**config.mk**
```make
export PLATFORM = sky130hd
export DESIGN_NAME = mvmu_ctrl
export DESIGN_NICKNAME = d
export VERILOG_FILES = /design/src/hdl/mvmu_pkg.sv /design/src/hdl/mvmu_ctrl.sv
export SDC_FILE = /design/constraint.sdc
export NUM_CORES = 1
export LEC_CHECK = 0
export BUFFER_PORTS_ARGS = -buffer_cell sky130_fd_sc_hd__buf_2
export CAP_MARGIN = 15
export CORE_AREA = 3 3 45 68
export DETAILED_ROUTE_END_ITERATION = 12
export DIE_AREA = 0 0 48 71
export GPL_TIMING_DRIVEN = 0
export PLACE_DENSITY = 0.77
export SYNTH_ARGS = -nofsm -noshare
export SYNTH_HDL_FRONTEND = slang
export SYNTH_SLANG_ARGS = --single-unit
```
**constraint.sdc**
```tcl
create_clock -name clk -period 2.2 [get_ports clk]
set_clock_uncertainty 0.05 [all_clocks]
set_input_delay 0.11 -clock clk [delete_from_list [all_inputs] [get_ports clk]]
set_output_delay 0.11 -clock clk [all_outputs]
set_load 0.02 [all_outputs]
```
**src/hdl/mvmu_pkg.sv**
```systemverilog
package mvmu_pkg;

  localparam int VALUE_W           = 32;
  localparam int IDX_W             = 3;
  localparam int REQ_W             = 2;
  localparam int ORDER_W           = 4;
  localparam int CFG_ADDR_W        = 3;
  localparam int CFG_DATA_W        = 32;
  localparam int DEFAULT_MAX_ORDER = 8;

  localparam logic [ORDER_W-1:0] ORDER_RESET = 4'd3;

  // register indexes
  localparam int REG_ORDER_IN_USE = 0;

  typedef enum logic [REQ_W-1:0] {
    REQ_SET    = 2'd0,
    REQ_ADD    = 2'd1,
    REQ_VECTOR = 2'd2
  } req_type_t;

  typedef enum logic [2:0] {
    ST_IDLE,
    ST_ADD_WR,
    ST_MAC,
    ST_ROW_OUT,
    ST_ECHO_RD,
    ST_ECHO_OUT
  } state_t;

  typedef struct packed {
    logic in_ready;
    logic mat_set;
    logic add_rd;
    logic add_wr;
    logic mac_rd;
    logic mac_first;
    logic mac_last;
    logic vec_wr;
    logic vec_rd;
    logic out_row;
    logic out_echo;
    logic out_last;
  } cmd_t;

  typedef struct packed {
    logic in_valid;
    logic kind_set;
    logic kind_add;
    logic kind_vec;
    logic idx_ok;
    logic item_last;
    logic sum_ready;
    logic out_free;
  } status_t;

endpackage

```
**src/hdl/mvmu_ctrl.sv**
```systemverilog
module mvmu_ctrl #(
  parameter int MAX_ORDER = mvmu_pkg::DEFAULT_MAX_ORDER,
  localparam int IW = $clog2(MAX_ORDER),
  localparam int NW = $clog2(MAX_ORDER + 1),
  localparam int CW = $clog2(MAX_ORDER + 2)
) (
  input  logic              clk,
  input  logic              rst,
  input  logic [NW-1:0]     order_eff,
  input  mvmu_pkg::status_t status,
  output mvmu_pkg::cmd_t    cmd,
  output logic [IW-1:0]     row_ptr,
  output logic [IW-1:0]     col_ptr,
  output logic [IW-1:0]     vec_wr_addr
);
  import mvmu_pkg::*;

  state_t        state, state_next;
  logic [CW-1:0] vcount, vcount_next, vcount_inc;
  logic [IW-1:0] row_ptr_next, col_ptr_next;
  logic [NW-1:0] echo_len, echo_len_next;
  logic          accept;
  logic          col_last, row_last, echo_last, len_match;

  assign accept      = status.in_valid && (state == ST_IDLE);
  assign vcount_inc  = (vcount < CW'(MAX_ORDER + 1)) ? vcount + CW'(1) : vcount;
  assign len_match   = (vcount_inc == CW'(order_eff));
  assign col_last    = ((NW'(col_ptr) + NW'(1)) == order_eff);
  assign row_last    = ((NW'(row_ptr) + NW'(1)) == order_eff);
  assign echo_last   = ((NW'(row_ptr) + NW'(1)) == echo_len);
  assign vec_wr_addr = IW'(vcount);

  always_ff @(posedge clk) begin
    if (rst) begin
      state    <= ST_IDLE;
      vcount   <= '0;
      row_ptr  <= '0;
      col_ptr  <= '0;
      echo_len <= '0;
    end else begin
      state    <= state_next;
      vcount   <= vcount_next;
      row_ptr  <= row_ptr_next;
      col_ptr  <= col_ptr_next;
      echo_len <= echo_len_next;
    end
  end

  always_comb begin
    state_next = state;
    case (state)
      ST_IDLE: begin
        if (accept) begin
          if (status.kind_add && status.idx_ok) begin
            state_next = ST_ADD_WR;
          end else if (status.kind_vec && status.item_last) begin
            state_next = len_match ? ST_MAC : ST_ECHO_RD;
          end
        end
      end
      ST_ADD_WR: begin
        state_next = ST_IDLE;
      end
      ST_MAC: begin
        if (col_last) state_next = ST_ROW_OUT;
      end
      ST_ROW_OUT: begin
        if (status.sum_ready && status.out_free) state_next = row_last ? ST_IDLE : ST_MAC;
      end
      ST_ECHO_RD: begin
        state_next = ST_ECHO_OUT;
      end
      ST_ECHO_OUT: begin
        if (status.out_free) state_next = echo_last ? ST_IDLE : ST_ECHO_RD;
      end
      default: begin
        state_next = ST_IDLE;
      end
    endcase
  end

  always_comb begin
    cmd           = '0;
    vcount_next   = vcount;
    row_ptr_next  = row_ptr;
    col_ptr_next  = col_ptr;
    echo_len_next = echo_len;
    cmd.in_ready  = (state == ST_IDLE);
    case (state)
      ST_IDLE: begin
        if (accept) begin
          cmd.mat_set = status.kind_set && status.idx_ok;
          cmd.add_rd  = status.kind_add && status.idx_ok;
          if (status.kind_vec) begin
            // entries past the buffer are counted but not stored
            cmd.vec_wr  = (vcount < CW'(MAX_ORDER));
            vcount_next = status.item_last ? '0 : vcount_inc;
            if (status.item_last) begin
              row_ptr_next  = '0;
              col_ptr_next  = '0;
              echo_len_next = (vcount_inc > CW'(MAX_ORDER)) ? NW'(MAX_ORDER) : NW'(vcount_inc);
            end
          end
        end
      end
      ST_ADD_WR: begin
        cmd.add_wr = 1'b1;
      end
      ST_MAC: begin
        cmd.mac_rd    = 1'b1;
        cmd.mac_first = (col_ptr == '0);
        cmd.mac_last  = col_last;
        col_ptr_next  = col_last ? '0 : col_ptr + IW'(1);
      end
      ST_ROW_OUT: begin
        if (status.sum_ready && status.out_free) begin
          cmd.out_row  = 1'b1;
          cmd.out_last = row_last;
          row_ptr_next = row_ptr + IW'(1);
        end
      end
      ST_ECHO_RD: begin
        cmd.vec_rd = 1'b1;
      end
      ST_ECHO_OUT: begin
        if (status.out_free) begin
          cmd.out_echo = 1'b1;
          cmd.out_last = echo_last;
          row_ptr_next = row_ptr + IW'(1);
        end
      end
      default: begin
        cmd.in_ready = 1'b0;
      end
    endcase
  end

endmodule

```
* Yosys cells after proc, flatten, opt, wreduce, memory -nomap -nowiden
Index checks and enable logic that the tools add are counted.
Operators by class: multiplexer cells 36, $add $sub $neg 5, reduce and logical (&&, ||, !) cells 14, equal/unequal tests 16, $lt $le $gt $ge 3
Operators by type and width (count):
- 3-bit 2-to-1 mux | 15
- 4-bit equality test | 4
- 3-bit one-hot mux with 5 select lines | 1
- 4-bit 2-to-1 mux | 3
- 2-bit inequality test, second input constant | 6
- 1-bit 2-to-1 mux | 10
- 3-bit one-hot mux with 3 select lines | 1
- 3-bit by 1-bit adder with 4-bit output, second input constant | 2
- 4-bit < comparator, second input constant | 2
- 2-bit 2-to-1 mux | 4
- 4-bit AND reduction | 2
- 3-bit by 1-bit adder with 3-bit output, second input constant | 2
- 3-bit by 2-bit equality test with 1-bit output, second input constant | 2
- 3-bit equality test, second input constant | 2
- 3-bit zero test | 2
- 3-bit one-hot mux with 2 select lines | 1
- 6-bit AND reduction | 1
- 1-bit logical AND | 5
- 5-bit AND reduction | 1
- 4-bit by 1-bit adder with 4-bit output, second input constant | 1
- 4-bit > comparator, second input constant | 1
- 3-bit by 1-bit equality test with 1-bit output, second input constant | 1
- 3-bit by 1-bit inequality test with 1-bit output, second input constant | 1
- 3-bit AND reduction | 1
- other kinds (3) | 3
Word-level totals: output and inout bits 21, flip-flop bits (word level) 17, input port bits 14, word-level logic and storage cells 79

* Depth between registers and ports, before layout
word-level depth 8, depth in mapped cells 8, depth with buffers taken out 8

* Worst setup path before layout
No wires, ideal clock.
path type reg2reg, from reg col_ptr[0], to reg state[0], data arrival time 1.967 ns, buffers on the path 0, setup slack 0.113 ns, period minus slack after synthesis 2.087 ns, cell stages (with the launch flop) 8, data required time 2.080 ns, cell sequence dfxtp_1 -> inv_1 -> ha_1 -> xnor2_1 -> o221ai_2 -> and2_4 -> or4b_1 -> a21oi_1
Between the ends: word-level cells in the longest chain between the ends 4
RTL lines:
- start: declaration | line mvmu_ctrl.sv:13 | output logic [IW-1:0] col_ptr,
- start signal: assignment | line mvmu_ctrl.sv:44 | col_ptr <= col_ptr_next;
- 3-bit by 1-bit adder with 4-bit output | line mvmu_ctrl.sv:28 | assign col_last = ((NW'(col_ptr) + NW'(1)) == order_eff);
- 4-bit equality test | line mvmu_ctrl.sv:28
- 2-bit inequality test (no line)
- 5-bit AND reduction (no line)
- end signal: assignment | line mvmu_ctrl.sv:41 | state <= state_next;
- end: declaration | line mvmu_ctrl.sv:18 | state_t state, state_next;
Every way passes these cells. A chain may end at the register's enable or synchronous reset.

* Worst setup path after layout
from reg vcount[1], to reg state[2]
Between the ends: word-level cells in the longest chain between the ends 8, elaborated cells between the ends (all ways) 9, those cells by class add/sub (1); order compare (1); eq/ne (1); mux (6)
RTL lines:
- start: declaration | line mvmu_ctrl.sv:19 | logic [CW-1:0] vcount, vcount_next, vcount_inc;
- start signal: assignment | line mvmu_ctrl.sv:42 | vcount <= vcount_next;
- 4-bit by 1-bit adder with 4-bit output or 4-bit < comparator (tied branches) | line mvmu_ctrl.sv:26 | assign vcount_inc = (vcount < CW'(MAX_ORDER + 1)) ? vcount + CW'(1) : vcount;
- 4-bit 2-to-1 mux * | line mvmu_ctrl.sv:26
- 4-bit equality test * | line mvmu_ctrl.sv:27 | assign len_match = (vcount_inc == CW'(order_eff));
- 3-bit 2-to-1 mux * | line mvmu_ctrl.sv:57 | state_next = len_match ? ST_MAC : ST_ECHO_RD;
- 3-bit 2-to-1 mux * | line mvmu_ctrl.sv:56 | end else if (status.kind_vec && status.item_last) begin
- 3-bit 2-to-1 mux * | line mvmu_ctrl.sv:54 | if (status.kind_add && status.idx_ok) begin
- 3-bit 2-to-1 mux * | line mvmu_ctrl.sv:53 | if (accept) begin
- 3-bit one-hot mux with 5 select lines * | line mvmu_ctrl.sv:51 | case (state)
Mark *: on every way between the ends. The rest lies on a longest branch, timed or not. The select of a mux whose other input is x is not followed.

==> metrics.md <==
| Metric | Value |
|---|---|
| Outcome | `complete, no violations` |
| Share of the yosys chip area belonging to registers | `26.0%` |
| Nature of the critical path startpoint | `flip-flop` |
| Clock buffer count from CTS | `3` |
| Initial DRT Pass Iterations | `4` |
| Average detailed-routed wire length per instance | `14.8 um` |
| Total detailed-routing wirelength | `about 3.4 mm` |
| ANT nets after route | `0` |
| Max IR drop VDD | `0.337 mV` |
| # hold bufs at CTS | `0` |
| Proportion of netlist area held by the largest area contributor | `26.0%` |
| Number of global-route vias before repair | `1327` |
| Met3 routed WL | `127 um` |
| Layout cells sized above 1 | `27.7%` |
| Critical Path Slowest Stage Cell | `sky130_fd_sc_hd__dfxtp_1` |
| Arrival time of data at the critical path endpoint | `2160 ps` |
| Top cells by area, synth | `sky130_fd_sc_hd__dfxtp_1, sky130_fd_sc_hd__nor2_1, sky130_fd_sc_hd__a21oi_1, sky130_fd_sc_hd__xnor2_1, sky130_fd_sc_hd__nor3_1` |
| Die width | `48 um` |
| CTS H-Tree Depth | `1` |
| Post-detailed-route DRC marker count | `0` |
| Worst path cell trace | `inv_1 > ha_1 > nand2b_1 > a22oi_1 > xnor2_1 > nor3_1 > a21oi_1 > o22a_1` |
| Routed vias/inst | `between 5 and 6` |
| Leakage component of the power | `between 0.7 and 0.8 nW` |
| Fmax | `around 480 MHz` |
| Synth unique cells | `46` |
| Leading cell types by count after synthesis | `sky130_fd_sc_hd__nor2_1, sky130_fd_sc_hd__dfxtp_1, sky130_fd_sc_hd__nand2_1, sky130_fd_sc_hd__a21oi_1, sky130_fd_sc_hd__nor3_1` |
| Setup Buffers After CTS | `0` |
| Warnings, synthesis | `0` |
| Total design power | `0.846 mW` |
| Number of DRC violations after detailed-routing iteration 0 | `23` |
| Relative max-transition margin | `69.9%` |
| Final critical delay including setup and external delays | `2070 ps` |
| Clock sink count | `17` |
| WS Path Type | `reg -> reg` |
| Total number of placement rows | `23` |
| Core area | `between 2000 and 3000 um^2` |
| Syn avg cell area | `7.69 um^2` |
| CP required | `2290 ps` |
| Asr flop ratio synth | `0%` |
| Worst-Margin Slew | `roughly 450 ps` |
| Die Y | `71 um` |
| Total standard cell area after synthesis | `between 1000 and 1500 um^2` |
| Share of the clock period used by the worst path after layout | `94.2%` |
| Dominant cell by count in the synthesized netlist | `sky130_fd_sc_hd__nor2_1` |
| Cell taking the most area after synthesis | `sky130_fd_sc_hd__dfxtp_1` |
| Deepest clock path buffer count | `2` |
| Post-synthesis cell count | `170` |
| Initial core utilization | `between 50% and 60%` |
| Number of enable flip-flop cells after synthesis | `0` |
| Met2 layer wire length in the routed design | `roughly 1.9 mm` |
| Count of antenna diodes in the layout | `0` |
| Syn_nets | `roughly 190` |
| Via total after detailed routing | `1368` |
| Worst min path class | `in -> reg` |
| First-pass GRT wire length | `5.50 mm` |
| Nets@finish | `226` |
| HPWL reported at the end of detailed placement | `2.66 mm` |
| Clock tree from TritonCTS | `built` |
| Most used flip-flop cell after synthesis | `sky130_fd_sc_hd__dfxtp_1` |
| Clock insertion delay at the later pin of the skew report | `260 ps` |
| Endpoints failing setup | `0` |
| Aggregate global-route resource usage | `21.4%` |
| Maximum number of pins on one net before global-route repair | `11` |
| Highest metal layer with signal wires | `met4` |
| Post-synthesis to final-layout area growth | `19.3%` |
| Critical path capture point type | `flip-flop` |
| Quantity of I/O buffers inserted on ports | `32` |
| Post-synthesis sequential element count | `17` |
| Last weighted congestion value of the routability-driven placer | `0.853` |
| Pwr per Cell Area | `between 500 and 600 nW/um^2` |
| Final hold violations | `0` |
| Post-route met1 wirelength | `1.34 mm` |
| Die footprint | `between 3000 and 4000 um^2` |
| Pins Over Slew Limit | `0` |
| Worst hold slack after final layout | `20.3 ps` |
| Maximum cell stage delay along the critical path | `~430 ps` |
| Number of antenna violations at the first check in global routing | `0` |
| Total congestion overflow | `0` |
| Number of violations of the max-capacitance limit | `0` |
| # IOs | `35` |
| Setup_tns | `0 ps` |
| CP Max Fanout | `6` |
| Clock input transition at the sequential cells of the worst setup and hold paths | `80 ps` |
| Post-cts gate resize count | `0` |
| CTS Root Cell | `sky130_fd_sc_hd__clkbuf_8` |
placed cells by master (no fill, tap or decap), drive strengths merged, types with 2 or more instances in the layout:
cell / n
nand3: 2
a21bo: 2
a22oi: 2
nor2: 20
buf: 37
nor2b: 2
clkbuf: 6
nand3b: 4
nand2: 15
o21ai: 5
o31ai: 2
dfxtp: 17
inv: 9
and3: 4
ha: 5
a31oi: 5
xor2: 7
a311oi: 2
nor3b: 3
nand2b: 3
and2: 2
nand4: 2
a21oi: 14
xnor2: 8
nor3: 14
worst max-delay path, delay by kind of cell, from the launching register on:
| kind | cells | cell delay [ps] |
|---|---|---|
| flops | 1 | 430 |
| fa+ha+maj | 1 | 190 |
| compound gates | 3 | 690 |
| xor+xnor | 1 | 110 |
| buf+inv | 1 | 70 |
| simple gates | 2 | 420 |
registers in the layout (all words and copies together), names as in the netlist:
| name | flops |
|---|---|
| echo_len | 4 |
| vcount | 4 |
| col_ptr | 3 |
| row_ptr | 3 |
| state | 3 |
final cells by class:
type | count | area [um^2]
sequential | 17 | 345
fill | 252 | 1030
inverter | 9 | 33.8
tap | 25 | 31.3
clock inverter | 1 | 5.00
timing repair buffer | 32 | 160
multi-input combinational | 135 | 868
clock buffer | 3 | 41.3
buffer | 9 | 75.1
path summary, 6_finish.rpt:
path / start / end / slack [ps] / cells past startpoint
max: vcount[1]$_SDFFE_PP0P_ / state[2]$_SDFFE_PP0P_ / 130 / 8
min: rst / echo_len[1]$_SDFFE_PP0P_ / 20 / 2
min reg2reg: echo_len[1]$_SDFFE_PP0P_ / echo_len[1]$_SDFFE_PP0P_ / 410 / 2
max reg2reg: vcount[1]$_SDFFE_PP0P_ / state[2]$_SDFFE_PP0P_ / 130 / 8
routing by layer:
| metal | vias up | track usage (%) |
|---|---|---|
| li1 | 671 | - |
| met1 | 642 | 22.6 |
| met2 | 44 | 39.2 |
| met3 | 11 | 2.80 |
| met4 | 0 | 8.38 |
| met5 | - | 0 |
per-stage QoR:
step / instances / utilization [%] / area [um^2] / setup WS, ps
5_1_grt: 231 / 60.2 / 1560 / -24.3
6_report: 231 / 60.2 / 1560 / 127
3_3_place_gp: 227 / 57.9 / 1500 / 91.1
3_5_place_dp: 227 / 57.9 / 1500 / 76.3
2_1_floorplan: 170 / - / 1310 / 113
4_1_cts: 231 / 59.7 / 1550 / 29.0
where the power goes:
part	total, mW	switching (mW)	internal [mW]
Combinational	0.272	0.165	0.107
Sequential	0.332	0.0127	0.320
Clock	0.242	0.116	0.126
cell families after synthesis:
| family | after synthesis | synth area share (%) |
|---|---|---|
| buffers and inverters | 18 | 8.33 |
| DFF | 17 | 26.0 |
| xor gates and xnor gates | 15 | 10.0 |
| muxes | 1 | 0.766 |
| adders and majority gates | 5 | 4.78 |
| AOI/OAI and AO/OA | 39 | 20.3 |
| and+or+nand+nor | 75 | 29.8 |
Power figures use the tool's default switching activity.
